**src/rtl/dual_pid_differential_drive_macros.svh**
```systemverilog
// assertion macros for the dual pid differential drive block
`ifndef DUAL_PID_DIFFERENTIAL_DRIVE_MACROS_SVH
`define DUAL_PID_DIFFERENTIAL_DRIVE_MACROS_SVH

// checked outside reset
`define DPDD_ASSERT(label, prop, msg) \
  label: assert property (@(posedge clk) disable iff (rst) prop) else $error(msg);

// checked at every edge, reset included
`define DPDD_ASSERT_RST(label, prop, msg) \
  label: assert property (@(posedge clk) prop) else $error(msg);

`endif

```
**src/rtl/dpdd_pkg.sv**
```systemverilog
// types, widths and constants shared by the dual pid differential drive files
`default_nettype none

package dpdd_pkg;

  localparam int POS_W     = 24;
  localparam int GAIN_W    = 16;
  localparam int MINP_W    = 7;
  localparam int WIN_W     = 8;
  localparam int POWER_W   = 8;
  localparam int INTEG_W   = 10;
  localparam int CFG_IDX_W = 4;
  localparam int CFG_DAT_W = 16;

  localparam int PAIR_W    = POS_W + 1;
  localparam int SUM_W     = POS_W + 2;
  localparam int ERR_W     = POS_W + 1;
  localparam int DER_W     = ERR_W + 1;
  localparam int PROD_P_W  = ERR_W + GAIN_W;
  localparam int PROD_D_W  = DER_W + GAIN_W;
  localparam int PROD_I_W  = INTEG_W + GAIN_W;
  localparam int RAW_W     = PROD_D_W + 2;
  localparam int MIX_W     = RAW_W + 1;

  localparam int TOLERANCE  = 5;
  localparam int TARGET_MIN = 1;

  localparam logic [MINP_W-1:0] POWER_MAX     = 7'd100;
  localparam logic [MINP_W-1:0] MIN_POWER_RST = 7'd20;
  localparam logic [WIN_W-1:0]  WINDOW_RST    = 8'd3;

  typedef enum logic [CFG_IDX_W-1:0] {
    CFG_LATERAL_KP      = 4'd0,
    CFG_LATERAL_KI      = 4'd1,
    CFG_LATERAL_KD      = 4'd2,
    CFG_TURN_KP         = 4'd3,
    CFG_TURN_KI         = 4'd4,
    CFG_TURN_KD         = 4'd5,
    CFG_MIN_POWER       = 4'd6,
    CFG_INTEGRAL_WINDOW = 4'd7
  } cfg_idx_t;

endpackage

`default_nettype wire

```
**src/rtl/dpdd_drive.sv**
```systemverilog
// mix value to rounded, floored and saturated drive percent
`default_nettype none

module dpdd_drive import dpdd_pkg::*; (
  input  logic signed [MIX_W-1:0]   mix,
  input  logic        [MINP_W-1:0]  min_power,
  output logic signed [POWER_W-1:0] power
);

  logic [MIX_W-1:0] mag_rnd;
  logic [MIX_W-9:0] mag;
  logic [MINP_W-1:0] low;
  logic [MINP_W-1:0] sat;

  always_comb begin
    // |mix| + 128, negative side as ~mix + 1 + 128
    mag_rnd = mix[MIX_W-1] ? (~mix + MIX_W'(129)) : (mix + MIX_W'(128));
    mag     = mag_rnd[MIX_W-1:8];
    low     = (mag[MINP_W-1:0] < min_power) ? min_power : mag[MINP_W-1:0];
    if (mag[MIX_W-9:MINP_W] != '0) begin
      sat = POWER_MAX;
    end else begin
      sat = (low > POWER_MAX) ? POWER_MAX : low;
    end
    power = mix[MIX_W-1] ? -$signed({1'b0, sat}) : $signed({1'b0, sat});
  end

endmodule

`default_nettype wire

```
**config.mk**
```make
export PLATFORM = sky130hd
export DESIGN_NAME = dpdd_drive
export DESIGN_NICKNAME = d
export VERILOG_FILES = /design/src/rtl/dual_pid_differential_drive_macros.svh /design/src/rtl/dpdd_pkg.sv /design/src/rtl/dpdd_drive.sv
export SDC_FILE = /design/constraint.sdc
export NUM_CORES = 1
export LEC_CHECK = 0
export ABC_CLOCK_PERIOD_IN_PS = 4400
export BUFFER_PORTS_ARGS = -buffer_cell sky130_fd_sc_hd__buf_2
export CAP_MARGIN = 0
export CORE_UTILIZATION = 50
export DETAILED_ROUTE_END_ITERATION = 10
export PLACE_DENSITY = 0.74
export SLEW_MARGIN = 20
export SYNTH_ARGS = -nofsm -noshare
export SYNTH_HDL_FRONTEND = slang
export SYNTH_SLANG_ARGS = --single-unit
```
**constraint.sdc**
```tcl
create_clock -name vclk -period 4.4
set_input_delay 0.22 -clock vclk [all_inputs]
set_output_delay 0.22 -clock vclk [all_outputs]
set_load 0.01 [all_outputs]
```
==> out/metrics.csv <==
metric,value,unit
most frequent cells in the layout,"60 x buf_2, 37 x nand2_1, 34 x nor2_1",
Post-DRT Antenna Nets,0,
worst min-delay path class,primary input to primary output,
largest net degree at the start of global routing,22,
combinational share of power,100.0,%
"Arr. time, crit path",4.03,ns
worst slew pin tran,0.711,ns
sequential fraction of the synthesis area,0,%
post-synthesis cell count,433,
"commonest non-fill, non-tap cell in the layout",buf_2,
Pint,122,uW
First DRT Iteration DRCs,398,
DP Worst Slack,0.0267,ns
Max Clock Freq,235,MHz
detailed placement HPWL,8.33,mm
Final nets,542,
Area Overhead vs Synth,17.9,%
startpoint types,primary input,
Hold Crit Start,min_power[2],
fillers,519,
Worst EP required,4.18,ns
Leak,1.26,nW
Reg area,0,um^2
Cell Rows,26,
Synth Area per Inst,6.40,um^2
vias in the first global route,3397,
Die ar.,5850,um^2
Worst Hold End,power[2],
GP Congestion,0.984,
Max-slew headroom,52.6,%
Final Slew Violations,0,
setup TNS,0,ns
worst hold path stage count,6,
status,"complete, no violations",
clock power share,0,%
Synth Warn #,0,
"Worst Setup Slack, final",0.153,ns
GRT Resource Usage Total,35.1,%
vias per inst,7.08,
Syn Nets,495,
final WL,10.9,mm
initial antenna violation count,0,
Power Density,96.8,nW/um^2
MaxCap Viol Count,0,
final cell count without fillers,548,
Setup Crit Path Kind,primary input to primary output,
Worst VDD drop,0.0801,mV
die width,76.5,um
FFs & Latches,0,
"Cell Area, Synth",2770,um^2
post-synth cell types,80,
Sw Share,61.5,%
I/O pin cnt,60,
final setup violation count,0,
global-route wire length before repair,16.9,mm
fin crit period,4.25,ns
Die H,76.5,um
buffers added on ports,60,
antenna cell count,0,
Tcrit/Tclk final,96.5,%
Seq pwr share,0,%
Placed Cells,545,
GRT overflow,0,
Starting Density,52.9,%
first drt pass iteration count,6,
DRC viols,0,
Routed WL per cell,19.8,um
Worst Setup End Kind,primary output,
CP Max Fanout,12,
Final Hold Fails,0,
clock buffers,0,
switching power total,195,uW
Placeable Area,5240,um^2
routed via count,3880,
share of cells above drive strength 1,27.4,%
==> worst max-delay path, cell delays in order <==
cell	delay, ns
buf_2	0.18
or3_4	0.46
or4_4	0.59
nor3_4	0.26
nand3_1	0.15
a222oi_1	0.41
nand3_1	0.21
nor4_4	0.25
nand2_2	0.13
or2_4	0.27
ha_1	0.21
nand2_1	0.12
o211ai_1	0.13
o31a_1	0.14
o22ai_1	0.14
buf_2	0.16
==> how the worst max path moves through the flow <==
stage               slack (ns)    start  depth (start not counted)       end
finish                    0.15  mix[29]                         16  power[6]
global route             -0.04   mix[5]                         19  power[6]
CTS                       0.01  mix[29]                         16  power[6]
detailed placement        0.03  mix[29]                         16  power[6]
global placement           0.1  mix[29]                         16  power[6]
floorplan                 0.32   mix[2]                         19  power[6]
==> power groups by stage <==
stage	Clock, mW	Combinational, mW	Sequential [mW]
after CTS	0	0.295	0
after global routing	0	0.343	0
after global placement	0	0.291	0
after detailed placement	0	0.293	0
after floorplan	0	0.199	0
final	0	0.317	0
==> layer usage <==
layer | share of wire [%] | wire (um) | vias to the layer above | global-route usage (%)
li1 | - | - | 1800 | -
met1 | 41 | 4450 | 1763 | 47.2
met2 | 46 | 4950 | 270 | 58.4
met3 | 9.4 | 1030 | 47 | 3.23
met4 | 4.0 | 437 | 0 | 11.0
met5 | 0 | 0 | - | 0
==> kinds of logic (layout without fill, tap and decap cells) <==
kind of cell,after synthesis,count (layout),share of synthesized area (%)
buf+inv,56,101,8.66
xor+xnor,15,15,4.74
compound gates,138,138,36.0
simple gates,204,204,42.4
mux,10,10,3.70
fa+ha+maj,10,10,4.51
==> what timing repair did <==
action,in CTS,in global routing
setup endpoints to repair,0,2
buffers inserted,0,3
resized for setup,0,23
hold buffers,0,0
==> Yosys cell counts (3+ instances only) <==
master / n / area [um^2]
a21o_1: 5 / 37.5
o32ai_1: 3 / 26.3
o21a_1: 4 / 30.0
clkbuf_1: 23 / 86.3
and3_1: 6 / 37.5
a211oi_1: 6 / 45.0
nor4_1: 12 / 75.1
a21boi_0: 4 / 30.0
nand4_1: 15 / 93.8
xnor2_1: 5 / 43.8
o211ai_1: 3 / 22.5
and4_1: 7 / 61.3
ha_1: 10 / 125
nor3_1: 23 / 115
o21ai_0: 12 / 60.1
o41ai_1: 7 / 61.3
nor2_1: 35 / 131
nand3_1: 19 / 95.1
mux2i_1: 8 / 80.1
inv_1: 17 / 63.8
xor2_1: 10 / 87.6
or4_1: 9 / 67.6
o22ai_1: 6 / 37.5
a21oi_1: 29 / 145
buf_2: 12 / 60.1
and2_1: 4 / 25.0
a2111oi_0: 3 / 26.3
a31oi_1: 16 / 100
or3_1: 6 / 37.5
or2_2: 5 / 31.3
nand2_1: 38 / 143
nand3b_1: 3 / 22.5
o31ai_1: 9 / 67.6
==> area by class of cell <==
cell class / count / area [um^2] / area share (%)
Multi-Input combinational cell: 377 / 2650 / 80.9
Timing Repair Buffer: 82 / 465 / 14.2
Tap cell: 70 / 87.6 / 2.68
Inverter: 19 / 71.3 / 2.18
==> per-stage QoR <==
| step | power [mW] | area, um^2 | hold WS [ns] | utilization, % |
|---|---|---|---|---|
| after global placement | 0.291 | 3130 | 1.02 | 59.8 |
| after floorplan | 0.199 | 2770 | 0.733 | - |
| after detailed placement | 0.293 | 3130 | 1.03 | 59.8 |
| final | 0.317 | 3270 | 1.02 | 62.4 |
| after global routing | 0.343 | 3270 | 1.10 | 62.4 |
| after CTS | 0.295 | 3130 | 1.03 | 59.8 |
No activity file was read; power rests on OpenSTA's default activity.
