[config.mk]
export PLATFORM = sky130hd
export DESIGN_NAME = dpdd_integ
export DESIGN_NICKNAME = d
export VERILOG_FILES = /design/src/rtl/dual_pid_differential_drive_macros.svh /design/src/rtl/dpdd_pkg.sv /design/src/rtl/dpdd_integ.sv
export SDC_FILE = /design/constraint.sdc
export NUM_CORES = 1
export LEC_CHECK = 0
export ABC_AREA = 1
export BUFFER_PORTS_ARGS = -buffer_cell sky130_fd_sc_hd__buf_2
export CORE_MARGIN = 10
export CORE_UTILIZATION = 56
export DETAILED_ROUTE_END_ITERATION = 12
export GPL_ROUTABILITY_DRIVEN = 0
export PLACE_DENSITY = 0.85
export SYNTH_ARGS = -nofsm -noshare
export SYNTH_HDL_FRONTEND = slang
export SYNTH_SLANG_ARGS = --single-unit
[constraint.sdc]
create_clock -name vclk -period 2.9
set_input_delay 0.435 -clock vclk [all_inputs]
set_output_delay 0.435 -clock vclk [all_outputs]
set_load 0.005 [all_outputs]
[src/rtl/dual_pid_differential_drive_macros.svh]
// assertion macros for the dual pid differential drive block
`ifndef DUAL_PID_DIFFERENTIAL_DRIVE_MACROS_SVH
`define DUAL_PID_DIFFERENTIAL_DRIVE_MACROS_SVH

// checked outside reset
`define DPDD_ASSERT(label, prop, msg) \
  label: assert property (@(posedge clk) disable iff (rst) prop) else $error(msg);

// checked at every edge, reset included
`define DPDD_ASSERT_RST(label, prop, msg) \
  label: assert property (@(posedge clk) prop) else $error(msg);

`endif

[src/rtl/dpdd_pkg.sv]
// types, widths and constants shared by the dual pid differential drive files
`default_nettype none

package dpdd_pkg;

  localparam int POS_W     = 24;
  localparam int GAIN_W    = 16;
  localparam int MINP_W    = 7;
  localparam int WIN_W     = 8;
  localparam int POWER_W   = 8;
  localparam int INTEG_W   = 10;
  localparam int CFG_IDX_W = 4;
  localparam int CFG_DAT_W = 16;

  localparam int PAIR_W    = POS_W + 1;
  localparam int SUM_W     = POS_W + 2;
  localparam int ERR_W     = POS_W + 1;
  localparam int DER_W     = ERR_W + 1;
  localparam int PROD_P_W  = ERR_W + GAIN_W;
  localparam int PROD_D_W  = DER_W + GAIN_W;
  localparam int PROD_I_W  = INTEG_W + GAIN_W;
  localparam int RAW_W     = PROD_D_W + 2;
  localparam int MIX_W     = RAW_W + 1;

  localparam int TOLERANCE  = 5;
  localparam int TARGET_MIN = 1;

  localparam logic [MINP_W-1:0] POWER_MAX     = 7'd100;
  localparam logic [MINP_W-1:0] MIN_POWER_RST = 7'd20;
  localparam logic [WIN_W-1:0]  WINDOW_RST    = 8'd3;

  typedef enum logic [CFG_IDX_W-1:0] {
    CFG_LATERAL_KP      = 4'd0,
    CFG_LATERAL_KI      = 4'd1,
    CFG_LATERAL_KD      = 4'd2,
    CFG_TURN_KP         = 4'd3,
    CFG_TURN_KI         = 4'd4,
    CFG_TURN_KD         = 4'd5,
    CFG_MIN_POWER       = 4'd6,
    CFG_INTEGRAL_WINDOW = 4'd7
  } cfg_idx_t;

endpackage

`default_nettype wire

[src/rtl/dpdd_integ.sv]
// windowed and clamped integral update for one loop
`default_nettype none

module dpdd_integ import dpdd_pkg::*; #(
  parameter int CAP = 300
) (
  input  logic signed [INTEG_W-1:0] acc,
  input  logic signed [ERR_W-1:0]   err,
  input  logic        [WIN_W-1:0]   window,
  output logic signed [INTEG_W-1:0] acc_next
);

  localparam logic signed [INTEG_W:0] CAP_HI = (INTEG_W + 1)'(CAP);
  localparam logic signed [INTEG_W:0] CAP_LO = -CAP_HI;

  logic        [ERR_W-1:0] err_mag;
  logic signed [INTEG_W:0] sum;

  always_comb begin
    err_mag = err[ERR_W-1] ? -err : err;
    sum     = (INTEG_W + 1)'(acc) + $signed(err[INTEG_W:0]);
    if (err_mag >= ERR_W'(window)) begin
      acc_next = '0;
    end else if (sum > CAP_HI) begin
      acc_next = CAP_HI[INTEG_W-1:0];
    end else if (sum < CAP_LO) begin
      acc_next = CAP_LO[INTEG_W-1:0];
    end else begin
      acc_next = sum[INTEG_W-1:0];
    end
  end

endmodule

`default_nettype wire

==> results.sh, run 1 <==
export IMPL_outcome="complete, but fails checks"
export IMPL_die_w_um=77.2
export IMPL_wl_met1_um=2680
export IMPL_max_clock_freq_mhz=317
export IMPL_violations="setup timing"
export IMPL_register_area_um2=0
export IMPL_leakage_nw=1.46
export IMPL_synth_xor_area_share=0.0614
export IMPL_syn_inst=361
export IMPL_synth_nets=424
export IMPL_firstDrtPassIters=4
export IMPL_synth_area_mux_share=0
export IMPL_synth_top_area_frac=0.250
export IMPL_clkPwrFrac=0
export IMPL_fin_crit_sh=1.09
export IMPL_p_int_mw=0.179
export IMPL_antennaDiodeCount=0
export IMPL_met2WireLength_um=3170
export IMPL_antenna_found_initial=0
export IMPL_overflow=0
export IMPL_slew_limit_headroom=0.790
export IMPL_core_um2=3100
export IMPL_critPathMaxFanout=5
export IMPL_port_buffers=53
export IMPL_vias_per_cell=5.39
export IMPL_areaGrowthSynthToFinish_pct=36.9
export IMPL_worstMarginPinSlew_ns=0.314
export IMPL_required_ns=2.47
export IMPL_synth_top_family_by_area="simple AND/OR/NAND/NOR gates"
export IMPL_crit_type="in -> out"
export IMPL_vias=2604
export IMPL_maxSlewViolCount=0
export IMPL_grt_pass1_vias=2544
export IMPL_endpoint="acc_next[0]"
export IMPL_cap_violations=0
export IMPL_grt_pass1_wl_um=10600
export IMPL_grtUsageTotal=0.199
export IMPL_io_pins=53
export IMPL_synthTopCellsByArea="nand2_1 25%, ha_1 13%, inv_1 12%, nand3_1 10%, nor2_1 9.8%"
export IMPL_fin_setup_tns_ns=-2.17
export IMPL_min_period_ns=3.16
export IMPL_cts_hold_buf=0
export IMPL_rsz0062_at_grt="yes"
export IMPL_synth_compound_area_frac=0.0696
export IMPL_ant_nets=0
export IMPL_syn_area_um2=1830
export IMPL_dieArea_um2=5960
export IMPL_route_final_wire_length_um=6540
export IMPL_synth_fa_ha_area_frac=0.141
export IMPL_die_h_um=77.2
export IMPL_synth_area_per_cell_um2=5.08
export IMPL_ir_drop_mv=0.117
export IMPL_power_density_nw_per_um2=179
export IMPL_layout_nets=504
export IMPL_switching_share=0.601
export IMPL_maxUsedRoutingLayer="met4"
export IMPL_finalHoldViolCount=0
export IMPL_switchingPower_mw=0.271
export IMPL_placed_cells=475
export IMPL_grt_max_degree=24
export IMPL_ys_warn_count=0
export IMPL_synthSimpleGateAreaFrac=0.596
export IMPL_drt_iter0_markers=186
export IMPL_initial_core_util=0.591
export IMPL_dp_hpwl_um=4860
export IMPL_avgRoutedWirePerCell_um=13.5
export IMPL_hold_class="in -> out"
export IMPL_cp_arrival_ns=2.72
export IMPL_crit_start="err[0]"
export IMPL_crit_path_start_kind="input pin"
export IMPL_routed_wl_met3_um=460
export IMPL_seq_cell_count=0
export IMPL_drive_above_1_share=0.301
export IMPL_power_frac_seq=0
export IMPL_yosysTopAreaCell="nand2_1"
export IMPL_share_comb_of_total_power=1.000
export IMPL_clkbuf_count=0
export IMPL_seq_area_frac_synth=0
export IMPL_worst_slack_ns=-0.258
export IMPL_critPathCaptureType="output pin"
export IMPL_instances_no_fill=483
export IMPL_setup_viol=10
export IMPL_row_count=20
export IMPL_fillCellCount=245
export IMPL_synth_distinct_cells=28
export IMPL_drc=0
==> metal layers <==
| metal | up-vias | track usage |
|---|---|---|
| met3 | 26 | 0.0198 |
| met2 | 124 | 0.369 |
| li1 | 1291 | - |
| met5 | - | 0 |
| met4 | 0 | 0.0620 |
| met1 | 1163 | 0.230 |
==> through the flow <==
stage / area, µm² / utilization / setup slack (ns) / total power, mW / hold WS, ns
2_1_floorplan: 1830 / - / 0.141 / 0.266 / 1.14
5_1_grt: 2510 / 0.809 / -0.458 / 0.508 / 1.45
6_report: 2510 / 0.809 / -0.258 / 0.450 / 1.40
4_1_cts: 2410 / 0.777 / -0.209 / 0.405 / 1.39
3_5_place_dp: 2290 / 0.738 / -0.212 / 0.384 / 1.40
3_3_place_gp: 2290 / 0.738 / -0.131 / 0.375 / 1.37
==> kinds of logic (layout without fill, tap and decap cells) <==
group	count (synthesis)	after routing
buf+inv	64	142
xor+xnor	12	12
fa+ha+maj	20	20
simple gates	241	241
compound gates	24	24
==> area by class of cell <==
| cell class | count | area, µm² | share of cell area |
|---|---|---|---|
| Multi-Input combinational cell | 297 | 1720 | 0.686 |
| Timing Repair Buffer | 81 | 495 | 0.197 |
| Inverter | 61 | 236 | 0.0942 |
| Tap cell | 44 | 55.1 | 0.0219 |
==> worst max-delay path, cell delays in order <==
cell and delay [ns]:
buf_8 0.10, inv_6 0.05, ha_4 0.15, nand2_4 0.06, nor2_4 0.13, nor2_4 0.06, xor2_2 0.17, ha_4 0.23
a21oi_1 0.19, nand3_1 0.14, nand2_1 0.08, nand2_1 0.04, nand2_1 0.06, nand2_1 0.05, nor2_1 0.12, nand2_2 0.08
nor2_4 0.15, nand4_4 0.15, nor2_2 0.15, buf_2 0.12
==> how the worst min path moves through the flow <==
stage | to | slack, ns | from | cells after the start
2_1_floorplan | acc_next[9] | 1.14 | err[10] | 5
3_3_place_gp | acc_next[0] | 1.37 | acc[0] | 5
3_5_place_dp | acc_next[0] | 1.40 | acc[0] | 5
4_1_cts | acc_next[0] | 1.39 | acc[0] | 5
5_1_grt | acc_next[0] | 1.45 | acc[0] | 5
6_report | acc_next[0] | 1.40 | acc[0] | 5
==> power groups by stage <==
stage | Sequential [mW] | Clock (mW) | Combinational (mW)
global route | 0 | 0 | 0.508
floorplan | 0 | 0 | 0.266
global placement | 0 | 0 | 0.375
finish | 0 | 0 | 0.450
detailed placement | 0 | 0 | 0.384
CTS | 0 | 0 | 0.405
==> Yosys cell counts <==
cell / number
nand2_1: 122
inv_1: 60
nor2_1: 48
nand3_1: 38
ha_1: 19
a21oi_1: 11
nand2_2: 9
o21ai_0: 9
xor2_1: 9
nor2_4: 5
nand3_2: 4
nand4_1: 4
nand3b_1: 3
nor2_2: 3
buf_2: 2
nor3_1: 2
xnor2_1: 2
and2_2: 1
clkbuf_1: 1
fa_1: 1
inv_2: 1
nand4_4: 1
o21a_1: 1
o21ai_1: 1
o21bai_1: 1
o31ai_1: 1
or2_1: 1
xnor2_2: 1
==> what timing repair did <==
item,CTS,global route
setup buffers,8,0
pin swaps,22,24
gates resized for setup,16,26
endpoints found under the setup margin,10,10
hold endpoints to repair,0,0
gates cloned,0,0
==> cell usage in the layout, fill, tap and decap left out <==
| master | n |
|---|---|
| inv_1 | 56 |
| a21oi_1 | 11 |
| and2_2 | 1 |
| o21bai_1 | 1 |
| o21ai_1 | 2 |
| ha_4 | 2 |
| nor2_1 | 38 |
| nor3_2 | 1 |
| nand3b_1 | 3 |
| nand3_1 | 36 |
| nand4_4 | 1 |
| nor2_4 | 8 |
| inv_2 | 3 |
| nand2_4 | 2 |
| buf_2 | 51 |
| o21a_1 | 1 |
| xor2_2 | 2 |
| o31ai_1 | 1 |
| buf_4 | 27 |
| nand4_1 | 4 |
| xnor2_2 | 1 |
| nor3_1 | 1 |
| xnor2_1 | 2 |
| ha_1 | 17 |
| or2_1 | 1 |
| o21ai_0 | 8 |
| nand3_4 | 2 |
| fa_2 | 1 |
| inv_6 | 1 |
| nand2_1 | 118 |
| nor2_2 | 10 |
| nand2_2 | 11 |
| nand3_2 | 4 |
| buf_6 | 2 |
| buf_8 | 1 |
| inv_4 | 1 |
| xor2_1 | 7 |
Power figures use the tool's default switching activity.
==> inputs of run 2 (changes only) <==
--- a/config.mk
+++ b/config.mk
@@ -8,10 +8,10 @@
 export ABC_AREA = 1
 export BUFFER_PORTS_ARGS = -buffer_cell sky130_fd_sc_hd__buf_2
 export CORE_MARGIN = 10
-export CORE_UTILIZATION = 56
+export CORE_UTILIZATION = 60
 export DETAILED_ROUTE_END_ITERATION = 12
 export GPL_ROUTABILITY_DRIVEN = 0
-export PLACE_DENSITY = 0.85
+export PLACE_DENSITY = 0.91
 export SYNTH_ARGS = -nofsm -noshare
 export SYNTH_HDL_FRONTEND = slang
 export SYNTH_SLANG_ARGS = --single-unit
==> constraint.sdc (replaced) <==
create_clock -name vclk -period 4
set_input_delay 0.6 -clock vclk [all_inputs]
set_output_delay 0.6 -clock vclk [all_outputs]
set_load 0.005 [all_outputs]
==> results.sh, run 2 (same netlist as run 1, synthesis figures left out) <==
export IMPL_cap_violations=0
export IMPL_rsz0062_at_grt="no"
export IMPL_antennaDiodeCount=0
export IMPL_p_int_mw=0.0995
export IMPL_finalHoldViolCount=0
export IMPL_grt_pass1_wl_um=9270
export IMPL_vias_per_cell=5.43
export IMPL_seq_cell_count=0
export IMPL_dpl_worst_slack_ns=0.419
export IMPL_crit_path_start_kind="input pin"
export IMPL_initial_core_util=0.648
export IMPL_layout_commonest_cell="nand2_1"
export IMPL_hold_slack_ns=1.71
export IMPL_io_pins=53
export IMPL_multi_input_area_um2=1590
export IMPL_power_frac_seq=0
export IMPL_grtUsageTotal=0.194
export IMPL_areaGrowthSynthToFinish_pct=16.2
export IMPL_register_area_um2=0
export IMPL_ir_drop_mv=0.0813
export IMPL_post_cts_resized=0
export IMPL_holdPathStages=5
export IMPL_firstDrtPassIters=5
export IMPL_row_count=19
export IMPL_dp_hpwl_um=4770
export IMPL_min_period_ns=3.60
export IMPL_port_buffers=53
export IMPL_grt_pass1_vias=2286
export IMPL_postPlaceCellArea_um2=2130
export IMPL_stdcell_area_um2=2130
export IMPL_clkPwrFrac=0
export IMPL_avgRoutedWirePerCell_um=12.1
export IMPL_vias=2405
export IMPL_switching_share=0.628
export IMPL_switchingPower_mw=0.168
export IMPL_cts_hold_buf=0
export IMPL_cts_setup_buffers=0
export IMPL_cp_arrival_ns=3.00
export IMPL_setup_viol=0
export IMPL_holdPathEnd="acc_next[0]"
export IMPL_slew_limit_headroom=0.804
export IMPL_die_w_um=75.3
export IMPL_required_ns=3.40
export IMPL_antenna_found_initial=0
export IMPL_drt_iter0_markers=199
export IMPL_fillCellCount=251
export IMPL_drc=0
export IMPL_crit_type="in -> out"
export IMPL_grt_max_degree=25
export IMPL_core_um2=2830
export IMPL_max_clock_freq_mhz=278
export IMPL_drive_above_1_share=0.192
export IMPL_fin_setup_tns_ns=0
export IMPL_ant_nets=0
export IMPL_worstMarginPinSlew_ns=0.294
export IMPL_maxSlewViolCount=0
export IMPL_post_route_util=0.753
export IMPL_fin_crit_sh=0.899
export IMPL_leakage_nw=1.31
export IMPL_overflow=0
export IMPL_share_comb_of_total_power=1.000
export IMPL_critPathMaxFanout=5
export IMPL_die_h_um=75.3
export IMPL_hold_class="in -> out"
export IMPL_worstHoldStart="err[0]"
export IMPL_outcome="complete, no violations"
export IMPL_layout_nets=477
export IMPL_worst_slack_ns=0.402
export IMPL_final_cell_mix="122 x nand2_1, 60 x inv_1, 53 x buf_2"
export IMPL_clkbuf_count=0
export IMPL_critPathCaptureType="output pin"
export IMPL_power_density_nw_per_um2=126
export IMPL_dieArea_um2=5670
export IMPL_route_final_wire_length_um=5370
[run 2: cell count changes in the layout (fill, tap and decap cells not counted), sizes merged]
cell / before / now
buf: 81 / 54
[run 2: worst max-delay path by stage]
stage / startpoint / to / cells past startpoint
after CTS: err[1] / acc_next[2] / 22
after detailed placement: err[1] / acc_next[2] / 22
after global placement: err[1] / acc_next[9] / 22
after global routing: err[1] / acc_next[3] / 22
final: err[1] / acc_next[2] / 22
after floorplan: err[1] / acc_next[2] / 20
[run 2: routing by layer]
metal | GRT usage | wire, µm | vias up | part of all wire
li1 | - | - | 1235 | -
met1 | 0.243 | 2280 | 1046 | 0.42
met2 | 0.356 | 2570 | 112 | 0.48
met3 | 0.00920 | 413 | 12 | 0.077
met4 | 0.0371 | 102 | 0 | 0.019
met5 | 0 | 0 | - | 0
[run 2: cell type report]
| class | count | share of cell area |
|---|---|---|
| tap | 31 | 0.0182 |
| multi-input combinational | 297 | 0.746 |
| inverter | 61 | 0.107 |
| timing repair buffer | 54 | 0.128 |
[run 2: worst max-delay path, stage by stage]
cell and delay, ns:
buf_2 0.10, inv_1 0.12, ha_1 0.20, nand2_2 0.10
nor2_2 0.14, nor2_1 0.07, xor2_1 0.14, ha_1 0.32
nand2_1 0.11, nor2_1 0.05, nand2_1 0.07, nand3_1 0.07
nand2_1 0.06, nand2_1 0.04, nand2_1 0.05, nand2_1 0.04
nor2_1 0.08, nand2_1 0.09, nor2_4 0.12, nand3_2 0.15
nor2_1 0.14, buf_2 0.12
[run 2: per-stage QoR]
stage | instances | power, mW
after floorplan | 361 | 0.193
after global placement | 443 | 0.254
after detailed placement | 443 | 0.262
after CTS | 443 | 0.263
after global routing | 443 | 0.306
final | 443 | 0.268
[run 2: power groups by stage]
stage	Combinational [mW]	Sequential, mW	Clock, mW
6_report	0.268	0	0
5_1_grt	0.306	0	0
4_1_cts	0.263	0	0
3_5_place_dp	0.262	0	0
3_3_place_gp	0.254	0	0
2_1_floorplan	0.193	0	0
